===== src/rtl/core/ptd_pkg.sv =====
// ptd_pkg: shared types and codes for the palette texel decoder
// used by every module under rtl/core; depends on nothing
package ptd_pkg;

    // source colour formats (codes six and seven decode as 565)
    typedef enum logic [2:0] {
        FMT_555  = 3'd0,
        FMT_565  = 3'd1,
        FMT_1555 = 3'd2,
        FMT_4444 = 3'd3,
        FMT_888  = 3'd4,
        FMT_8888 = 3'd5
    } t_src_fmt;

    typedef enum logic [1:0] {
        DEPTH_IDX4  = 2'd0,
        DEPTH_IDX8  = 2'd1,
        DEPTH_DIR16 = 2'd2,
        DEPTH_DIR32 = 2'd3
    } t_depth;

    typedef enum logic {
        FUNC_LOAD  = 1'b0,
        FUNC_TEXEL = 1'b1
    } t_func;

    typedef enum logic {
        CFG_SOURCE_FORMAT = 1'b0,
        CFG_TEXEL_DEPTH   = 1'b1
    } t_cfg_index;

    localparam logic [2:0] FORMAT_RESET = 3'd1;
    localparam logic [1:0] DEPTH_RESET  = 2'd2;
    localparam int         CFG_WIDTH    = 3;
    localparam logic [7:0] ALPHA_OPAQUE = 8'hFF;

    // red in the low byte so the struct maps straight onto the output tdata
    typedef struct packed {
        logic [7:0] alpha;
        logic [7:0] blue;
        logic [7:0] green;
        logic [7:0] red;
    } t_rgba;

    // control handed to the output stage when a texel transaction is taken
    typedef struct packed {
        logic valid;
        logic pair;
        logic direct;
    } t_launch;

endpackage


===== src/rtl/core/ptd_convert.sv =====
// ptd_convert: 16/32-bit colour word to rgba8888 in the selected format
// depends on ptd_pkg
module ptd_convert (
    input  logic [2:0]    i_fmt,
    input  logic [31:0]   i_word,
    output ptd_pkg::t_rgba o_rgba
);

    ptd_pkg::t_rgba w_555;

    always_comb begin
        w_555.red   = {i_word[14:10], 3'b000};
        w_555.green = {i_word[9:5], 3'b000};
        w_555.blue  = {i_word[4:0], 3'b000};
        w_555.alpha = ptd_pkg::ALPHA_OPAQUE;
    end

    always_comb begin
        unique case (i_fmt) inside
            ptd_pkg::FMT_555: begin
                o_rgba = w_555;
            end
            ptd_pkg::FMT_1555, ptd_pkg::FMT_4444: begin
                if (i_word[15]) begin
                    o_rgba = w_555;
                end else begin
                    o_rgba.red   = {i_word[11:8], 4'b0000};
                    o_rgba.green = {i_word[7:4], 4'b0000};
                    o_rgba.blue  = {i_word[3:0], 4'b0000};
                    o_rgba.alpha = (i_fmt == ptd_pkg::FMT_4444) ?
                                   {i_word[14:12], 5'b00000} : 8'h00;
                end
            end
            ptd_pkg::FMT_888: begin
                o_rgba.red   = i_word[23:16];
                o_rgba.green = i_word[15:8];
                o_rgba.blue  = i_word[7:0];
                o_rgba.alpha = ptd_pkg::ALPHA_OPAQUE;
            end
            ptd_pkg::FMT_8888: begin
                o_rgba.red   = i_word[23:16];
                o_rgba.green = i_word[15:8];
                o_rgba.blue  = i_word[7:0];
                o_rgba.alpha = i_word[31:24];
            end
            default: begin
                // 565 and the unused codes
                o_rgba.red   = {i_word[15:11], 3'b000};
                o_rgba.green = {i_word[10:5], 2'b00};
                o_rgba.blue  = {i_word[4:0], 3'b000};
                o_rgba.alpha = ptd_pkg::ALPHA_OPAQUE;
            end
        endcase
    end

endmodule


===== config.mk =====
export PLATFORM = sky130hd
export DESIGN_NAME = ptd_convert
export DESIGN_NICKNAME = d
export VERILOG_FILES = /design/src/rtl/core/ptd_pkg.sv /design/src/rtl/core/ptd_convert.sv
export SDC_FILE = /design/constraint.sdc
export NUM_CORES = 1
export LEC_CHECK = 0
export BUFFER_PORTS_ARGS = -buffer_cell sky130_fd_sc_hd__buf_2
export CAP_MARGIN = 20
export CORE_MARGIN = 5
export CORE_UTILIZATION = 40
export DETAILED_ROUTE_END_ITERATION = 6
export PLACE_DENSITY_LB_ADDON = 0.25
export RECOVER_POWER = 50
export SYNTH_ARGS = -nofsm -noshare
export SYNTH_HDL_FRONTEND = slang
export SYNTH_SLANG_ARGS = --single-unit

===== constraint.sdc =====
create_clock -name vclk -period 1.3
set_input_delay 0.26 -clock vclk [all_inputs]
set_output_delay 0.26 -clock vclk [all_outputs]
set_load 0.01 [all_outputs]

==> metrics.md <==
| Metric | Value |
|---|---|
| Post-synth design cell area | 815 um^2 |
| Required @ worst endpoint | 1040 ps |
| Switching Share | 0.482 |
| Worst Hold Class | input pin to output pin |
| Worst Hold Depth | 3 |
| First-pass GRT wire length | 5.08 mm |
| Share of the synthesized area in the top cell type | 0.209 |
| Slowest CP cell | a221oi_2 |
| CP Launch Type | input pin |
| Worst-Margin Slew | 263 ps |
| Hold WS | 806 ps |
| Max frequency | 739 MHz |
| DP Cell Count | 216 |
| # nets final | 232 |
| Area leader, netlist | mux2i_1 |
| Initial Util | 0.419 |
| N_diodes | 0 |
| Yosys warnings | 0 |
| Failing checks | negative setup slack |
| CP max stage delay | 240 ps |
| Overall Global Routing Usage | 0.217 |
| Non-Filler Instances | 222 |
| Row count | 16 |
| WL/cell | 17.1 um |
| Int Pwr | 0.321 mW |
| Largest net degree at the start of global routing | 15 |
| Switching pwr | 0.298 mW |
| Fin crit share | 1.04 |
| CTS Hold Buffers Added | 0 |
| Die area | 3040 um^2 |
| P_leak | 0.798 nW |
| Unrepaired setup endpoints after global routing | true |
| Clkbuf count | 0 |
| WL final | 3.79 mm |
| Clock power share | 0 |
| Setup TNS | -241 ps |
| Remaining Overflow, GRT | 0 |
| Vias in the first global route | 1174 |
| Initial detailed-routing violation count | 15 |
| ANT nets after route | 0 |
| Critical setup path kind | input pin to output pin |
| IO buf count | 67 |
| Dpl ws | -240 ps |
| Die X-Extent | 55.1 um |
| Max-cap viol count | 0 |
| Critical path buffer and inverter count | 3 |
| Rel. slew slack | 0.824 |
| Final hold vios | 0 |
| Post-route DRC | 0 |
| Via-to-Cell Ratio | 5.69 |
| Worst EP arrival | 1090 ps |
| Comb pwr share | 1.000 |
| Routability cong. | 0.840 |
| Status | complete, but fails checks |
| Slew Limit Fails | 0 |
| First-pass DRT Iterations | 5 |
| Flop pwr share | 0 |
| Share of cells above drive strength 1 | 0.687 |
| Mean Syn Cell Area | 7.27 um^2 |
| # fillers | 123 |
| Vias | 1264 |
| Total core area | 1940 um^2 |
| Area Overhead vs Synth | 101% |
| Worst vdd rail ir drop | 295 uV |
| Post-synthesis cell count | 112 |
| Critical Path Sink Type | output pin |
| Hold Crit Endpoint | o_rgba[0] |
| Crit-path max FO | 8 |
| I/O pin total | 67 |
| DPL Wire Length | 2.51 mm |
| Chip height | 55.1 um |
| Seq cells | 0 |
| Setup ws final | -53.9 ps |
| Final critical-path required period | 1350 ps |
| Crit-path leading delay family | buffers and inverters |
| Initial antenna violation count | 0 |
| Power, Total | 0.619 mW |
| Sequential area share after synthesis | 0 |
| Setup violators final | 14 |
| Area contributors post-synth | mux2i_1 21%, a221oi_1 7.5%, mux2_1 6.9% |
| Hold_sp | i_word[16] |
| Post-synth cell types | 29 |
| CP cell instances | buf_12 > buf_8 > and2_4 > a221oi_2 > a21oi_1 > buf_2 |
| Power Dens Cells | 379 nW/um^2 |
| Register area | 0 um^2 |
| Mapped Nets | 147 |
through the flow:
step | instance area (um^2) | util
floorplan | 833 | -
detailed placement | 1280 | 0.657
global route | 1630 | 0.841
CTS | 1470 | 0.758
global placement | 1280 | 0.657
finish | 1630 | 0.841
worst max-delay path by stage:
| stage | startpoint | to | slack, ps | cells past startpoint |
|---|---|---|---|---|
| 3_3_place_gp | i_fmt[1] | o_rgba[3] | -190 | 6 |
| 2_1_floorplan | i_fmt[1] | o_rgba[14] | -6 | 5 |
| 5_1_grt | i_fmt[1] | o_rgba[7] | -110 | 5 |
| 3_5_place_dp | i_fmt[1] | o_rgba[3] | -240 | 6 |
| 6_report | i_fmt[1] | o_rgba[3] | -50 | 6 |
| 4_1_cts | i_fmt[0] | o_rgba[3] | -50 | 5 |
cells in the final DEF, fill, tap and decap left out, drive strengths merged:
cell	instances
nor3	1
a222oi	1
a21oi	4
a211oi	7
and2	9
inv	3
nor2b	7
a221oi	7
and2b	2
clkbuf	2
nor2	3
o21ai	7
a2bb2oi	3
mux2i	17
mux2	8
o21bai	1
o22ai	1
nand2	12
a31oi	2
buf	89
o21a	5
nand2b	2
clkinvlp	1
a22oi	1
routing by layer:
layer / global-route usage / share of wire / vias up / routed length (um)
met5: 0 / 0 / - / 0
met3: 0.00804 / 0.079 / 4 / 298
li1: - / - / 590 / -
met4: 0.0162 / 0.0095 / 0 / 36
met1: 0.268 / 0.42 / 610 / 1580
met2: 0.425 / 0.49 / 60 / 1870
final cells by class:
type,instances,area (um^2),share of cell area
Multi-Input combinational cell,100,946,0.579
Timing Repair Buffer,91,636,0.389
Tap cell,27,33.8,0.0207
Inverter,4,18.8,0.0115
cells in the mapped netlist (all sizes together):
master    n
mux2i    17
nand2    12
and2      9
mux2      8
a211oi    7
a221oi    7
nor2b     7
o21ai     7
buf       6
o21a      5
a21oi     4
inv       4
a2bb2oi   3
nor2      3
a31oi     2
and2b     2
clkbuf    2
nand2b    2
a222oi    1
a22oi     1
nor3      1
o21bai    1
o22ai     1
power groups by stage:
stage                     clock, mW  combinational [mW]  sequential [mW]
after global routing              0               0.661                0
after detailed placement          0               0.465                0
after global placement            0               0.454                0
after CTS                         0               0.538                0
after floorplan                   0               0.259                0
final                             0               0.619                0
cell families after synthesis:
logic type / Yosys count / share of synthesized area
AOI/OAI and AO/OA: 39 / 0.339
and+or+nand+nor: 36 / 0.247
muxes: 25 / 0.319
buffers and inverters: 12 / 0.0937
repair_timing:
action / CTS / global route
pin swaps: 7 / 7
setup buffers: 2 / 3
setup endpoints to repair: 31 / 24
cloned: 1 / 0
resized for setup: 40 / 32
Note: power is estimated with default switching activity, not from simulation.
