<file path="config.mk">
export PLATFORM = sky130hd
export DESIGN_NAME = ptd_out
export DESIGN_NICKNAME = d
export VERILOG_FILES = /design/src/rtl/core/ptd_pkg.sv /design/src/rtl/core/ptd_out.sv
export SDC_FILE = /design/constraint.sdc
export NUM_CORES = 1
export LEC_CHECK = 0
export CORE_ASPECT_RATIO = 1.5
export CORE_UTILIZATION = 34
export DETAILED_ROUTE_END_ITERATION = 6
export DONT_BUFFER_PORTS = 1
export SYNTH_ARGS = -nofsm -noshare
export SYNTH_HDL_FRONTEND = slang
export SYNTH_SLANG_ARGS = --single-unit
</file>
<file path="constraint.sdc">
create_clock -name i_clk -period 2.7 [get_ports i_clk]
set_clock_uncertainty 0.2 [all_clocks]
set_input_delay 0.135 -clock i_clk [delete_from_list [all_inputs] [get_ports i_clk]]
set_output_delay 0.135 -clock i_clk [all_outputs]
set_load 0.05 [all_outputs]
</file>
<file path="src/rtl/core/ptd_pkg.sv">
// ptd_pkg: shared types and codes for the palette texel decoder
// used by every module under rtl/core; depends on nothing
package ptd_pkg;

    // source colour formats (codes six and seven decode as 565)
    typedef enum logic [2:0] {
        FMT_555  = 3'd0,
        FMT_565  = 3'd1,
        FMT_1555 = 3'd2,
        FMT_4444 = 3'd3,
        FMT_888  = 3'd4,
        FMT_8888 = 3'd5
    } t_src_fmt;

    typedef enum logic [1:0] {
        DEPTH_IDX4  = 2'd0,
        DEPTH_IDX8  = 2'd1,
        DEPTH_DIR16 = 2'd2,
        DEPTH_DIR32 = 2'd3
    } t_depth;

    typedef enum logic {
        FUNC_LOAD  = 1'b0,
        FUNC_TEXEL = 1'b1
    } t_func;

    typedef enum logic {
        CFG_SOURCE_FORMAT = 1'b0,
        CFG_TEXEL_DEPTH   = 1'b1
    } t_cfg_index;

    localparam logic [2:0] FORMAT_RESET = 3'd1;
    localparam logic [1:0] DEPTH_RESET  = 2'd2;
    localparam int         CFG_WIDTH    = 3;
    localparam logic [7:0] ALPHA_OPAQUE = 8'hFF;

    // red in the low byte so the struct maps straight onto the output tdata
    typedef struct packed {
        logic [7:0] alpha;
        logic [7:0] blue;
        logic [7:0] green;
        logic [7:0] red;
    } t_rgba;

    // control handed to the output stage when a texel transaction is taken
    typedef struct packed {
        logic valid;
        logic pair;
        logic direct;
    } t_launch;

endpackage

</file>
<file path="src/rtl/core/ptd_out.sv">
// ptd_out: output stage, emits one or two results per texel transaction
// depends on ptd_pkg; read data comes from ptd_table
module ptd_out (
    input  logic             i_clk,
    input  logic             i_rst_n,
    input  ptd_pkg::t_launch i_launch,
    input  ptd_pkg::t_rgba   i_direct_rgba,
    input  ptd_pkg::t_rgba   i_rd_hi,
    input  ptd_pkg::t_rgba   i_rd_lo,
    input  logic             i_tready,
    output logic             o_tvalid,
    output ptd_pkg::t_rgba   o_tdata,
    output logic             o_tlast,
    output logic             o_free
);

    logic           r_valid;
    logic           r_pair;
    logic           r_phase;
    logic           r_direct;
    ptd_pkg::t_rgba r_rgba;

    logic           n_valid;
    logic           n_phase;
    logic           w_take;

    assign o_tvalid = r_valid;
    assign o_tlast  = !(r_pair && !r_phase);
    assign o_tdata  = r_direct ? r_rgba : (o_tlast ? i_rd_lo : i_rd_hi);
    assign w_take   = r_valid && i_tready;
    assign o_free   = !r_valid || (i_tready && o_tlast);

    always_comb begin
        n_valid = r_valid;
        n_phase = r_phase;
        if (w_take) begin
            if (o_tlast) begin
                n_valid = 1'b0;
                n_phase = 1'b0;
            end else begin
                n_phase = 1'b1;
            end
        end
        if (i_launch.valid) begin
            n_valid = 1'b1;
            n_phase = 1'b0;
        end
    end

    always_ff @(posedge i_clk) begin
        if (!i_rst_n) begin
            r_valid <= 1'b0;
            r_phase <= 1'b0;
            r_pair  <= 1'b0;
        end else begin
            r_valid <= n_valid;
            r_phase <= n_phase;
            if (i_launch.valid) begin
                r_pair <= i_launch.pair;
            end
        end
    end

    always_ff @(posedge i_clk) begin
        if (i_launch.valid) begin
            r_direct <= i_launch.direct;
            r_rgba   <= i_direct_rgba;
        end
    end

`ifndef SYNTHESIS
    a_no_overrun: assert property (@(posedge i_clk) disable iff (!i_rst_n)
        i_launch.valid |-> (!r_valid || (i_tready && o_tlast)))
        else $error("texel launched while output stage still holds a result");

    a_pair_second: assert property (@(posedge i_clk) disable iff (!i_rst_n)
        (r_valid && i_tready && !o_tlast) |=> (r_valid && o_tlast && !r_direct))
        else $error("second result of an index pair missing");

    a_phase_pair: assert property (@(posedge i_clk) disable iff (!i_rst_n)
        r_phase |-> (r_pair && r_valid))
        else $error("second phase without a pending pair");
`endif

endmodule

</file>
==> summary by stage <==
GRT
Across every metal layer, demand over resource in global routing totals 0.157. After global routing the overflow that remains totals 0. The first-pass GRT wire length is 8.04 mm.

The number of antenna violations at the first check in global routing is 0. Entering global routing, the biggest net connects 73 pins. The number of global-route vias before repair is 1809.

Clock network
The clock transition at the register clock pins on the worst setup and hold paths after CTS is 0.06 ns. The largest buffer count on any clock path is 2. The root buffer cell chosen for the clock tree is sky130_fd_sc_hd__clkbuf_8. The clock latency on the worst-skew pair is 0.27 ns. The setup fix buffers added after clock tree synthesis is 0.

The TritonCTS sink count is 36. The CTS tree is done. The clock tree synthesis step divided the H-tree into 2 levels. The number of buffers inserted during clock tree synthesis is 5.

In this run, post-CTS repair resized a total of 0 instances. The hold-fix buffer count after cts is 39.

Timing
Setup repair after global routing left no endpoint under its margin. The tightest hold path in the finished design has a slack of 0.0251 ns. Timing would allow up to 483 MHz. The count of final hold-check violations is 0. The worst pin sits at a relative slew slack of 0.551. The number of pins with negative max-slew slack in the final report is 0. For the pin with the worst max-slew slack, the measured transition is 0.674 ns. The routed design could run at a clock period as short as 2.07 ns. The final clock period utilization by the worst path is 0.767. Once routing completed, OpenROAD measured the worst setup slack at 0.629 ns.

The setup-violating endpoint count in the final report is 0.

Outcome
The run finished with clean final reports.

Place
Prior to clock tree synthesis, the placed netlist has a worst setup slack of 1.01 ns. Summed over all nets, the half-perimeter wirelength after detailed placement is 3.68 mm. The area of placed instances is 2640 um^2. After detailed placement, the design holds a cell count of 288.

The congestion estimate from routability-driven global placement came to 0.733. During placement, the flow inserted port buffers numbering 0.

Yosys
Each instance of the synthesized netlist takes up on average 11.2 um^2. Counting flops and latches in the post-synthesis netlist gives 36. During synthesis, Yosys emitted a total of 0 warnings.

The total standard cell area after synthesis is 2180 um^2. The share of synthesized area in the top cell type comes to 0.454. Sorting the synthesized cells by area gives the leading types as sky130_fd_sc_hd__edfxtp_1 (45%), sky130_fd_sc_hd__nand4bb_1 (16%), sky130_fd_sc_hd__o311ai_1 (7.6%). Synthesis produced a netlist whose cell count is 195.

The sequential-to-total area share from yosys stat is 0.481. The number of library cell types mapped by synthesis is 23. Of all cell types, the one taking the most synthesized area is sky130_fd_sc_hd__edfxtp_1.

The net count after synthesis is 297.

Floorplanning
The die boundary height is 100 um. The count of boundary I/O pins is 137. The die covers 6760 um^2. The core region is 6170 um^2. In this run the horizontal extent of the chip is 67.5 um. The starting density of the core is 0.354. The number of core rows is 35.

Final layout
The fraction of layout instances using a drive strength above 1 is 0.299. Compared with the post-synthesis result, the final layout area differs by 43.0%. The finished cells cover 3120 um^2.

The final instance count without filler cells is 335. The count of fill cells added during filler insertion is 541. The diode insertion count for antenna repair is 0.

At the end of the flow, the number of nets in the layout was 362.

Detailed routing
For this run, the detailed router's first-pass iteration total came to 4. The ratio of routed vias to standard cells is 5.41. Across all layers, the routed design uses 1813 vias. The detailed-route DRC error count is 0. In the final routed layout, each cell accounts on average for 16.4 um. The final routed wirelength across all metal layers is 5.50 mm. The number of design-rule violations left by the first detailed-router iteration is 33. The post-route antenna net violation count is 0.

Critical path
The type of origin of the critical path is a register. The slowest stage of the critical path belongs to the cell sky130_fd_sc_hd__and2b_4. The signal on the critical path passes through and2b_4 -> inv_2 -> a31oi_1 -> dlygate4sd3_1. The buffers plus inverters on the worst setup path is 2. Along the worst path, the maximum fanout reaches 34. The largest stage delay on the critical path is 0.68 ns. The type of the worst setup path is register to register. Data on the critical path arrives at its endpoint at 2.09 ns.

The dominant delay contributor by cell family on the critical path is simple AND/OR/NAND/NOR gates. At the worst endpoint, the required time is 2.72 ns. The worst setup path is captured at a register.

Power
The total power per unit cell area is 514 nW/um^2. The largest vdd supply drop is 0.361 mV. The leakage power is 1.20 nW. The overall power consumption is 1.61 mW.

Hold path
The worst hold path class is primary input to register.

Job
Across the run, the number of max-cap violations was 0.
[where the power goes]
part	leakage [nW]	internal [mW]	switching [mW]
sequential	0.348	0.655	0.0170
clock	0.0399	0.180	0.177
combinational	0.808	0.211	0.367
total	1.20	1.05	0.561
[Yosys cell counts]
cell and n:
sky130_fd_sc_hd__o21ai_1 1, sky130_fd_sc_hd__o211a_1 1, sky130_fd_sc_hd__nand2_1 32, sky130_fd_sc_hd__clkbuf_2 1, sky130_fd_sc_hd__nand4bb_1 32, sky130_fd_sc_hd__buf_2 4
sky130_fd_sc_hd__edfxtp_1 33, sky130_fd_sc_hd__o311ai_0 3, sky130_fd_sc_hd__mux2i_1 1, sky130_fd_sc_hd__nor2b_1 1, sky130_fd_sc_hd__inv_2 1, sky130_fd_sc_hd__and4b_1 1
sky130_fd_sc_hd__inv_1 34, sky130_fd_sc_hd__o311ai_1 19, sky130_fd_sc_hd__a21boi_0 1, sky130_fd_sc_hd__dfxtp_1 3, sky130_fd_sc_hd__o311ai_2 10, sky130_fd_sc_hd__buf_6 2
sky130_fd_sc_hd__clkbuf_1 11, sky130_fd_sc_hd__buf_4 1, sky130_fd_sc_hd__a31oi_1 1, sky130_fd_sc_hd__o21ai_0 1, sky130_fd_sc_hd__and2b_4 1
[final timing paths]
path / start / to / slack [ns] / depth (start not counted)
max: r_phase$_SDFFE_PP0P_ / o_tvalid$_SDFFE_PN0P_ / 0.63 / 4
min reg2reg: r_pair$_SDFFE_PN0P_ / r_pair$_SDFFE_PN0P_ / 0.64 / 3
min: i_tready / r_phase$_SDFFE_PP0P_ / 0.03 / 2
max reg2reg: r_phase$_SDFFE_PP0P_ / o_tvalid$_SDFFE_PN0P_ / 0.63 / 4
[state kept, by name (all words and copies together) (netlist names)]
name and count:
r_pair 1, r_rgba 32, o_tvalid 1, r_direct 1
r_phase 1
[cells in the final DEF, fill, tap and decap left out, types with 2 or more instances in the layout]
cell                            instances
sky130_fd_sc_hd__buf_12                 2
sky130_fd_sc_hd__buf_4                 37
sky130_fd_sc_hd__clkbuf_1               2
sky130_fd_sc_hd__clkbuf_8               5
sky130_fd_sc_hd__dfxtp_1                3
sky130_fd_sc_hd__dlygate4sd3_1         38
sky130_fd_sc_hd__edfxtp_1              33
sky130_fd_sc_hd__inv_1                 34
sky130_fd_sc_hd__nand2_1               32
sky130_fd_sc_hd__nand4bb_1             32
sky130_fd_sc_hd__o311ai_2              32
[metrics by stage]
stage	util	setup TNS (ns)
detailed placement	0.428	0
floorplan	-	-0.306
global route	0.506	0
CTS	0.506	0
global placement	0.428	0
finish	0.506	0
[worst reg2reg max path: stages, from the launching register on]
cell and delay, ns:
sky130_fd_sc_hd__dfxtp_1 0.30, sky130_fd_sc_hd__and2b_4 0.68, sky130_fd_sc_hd__inv_2 0.08, sky130_fd_sc_hd__a31oi_1 0.19, sky130_fd_sc_hd__dlygate4sd3_1 0.56
[layout make-up]
type	count	area [um^2]	share of cell area
clock buffers	7	76.3	0.0244
clock inverters	1	3.75	0.00120
inverters	35	131	0.0421
multi-input cells	105	1070	0.343
flip-flops and latches	36	1050	0.336
well taps	74	92.6	0.0296
repair buffers	77	698	0.223
[metal layers]
metal,part of all wire,routed length [um],track usage
met5,0,0,0
met4,0.023,128,0.0638
met1,0.36,1970,0.156
met3,0.055,301,0.0295
met2,0.56,3100,0.303
[cell families (layout without fill, tap and decap cells)]
group                  after synthesis  count (layout)  share of synthesized area
flip-flops                          36              36                      0.481
multiplexers                         1               1                    0.00458
AND/OR/NAND/NOR                     67              67                      0.232
buffers and inverters               54             120                      0.104
AO/OA/AOI/OAI                       37              37                      0.178
Power figures use the tool's default switching activity.
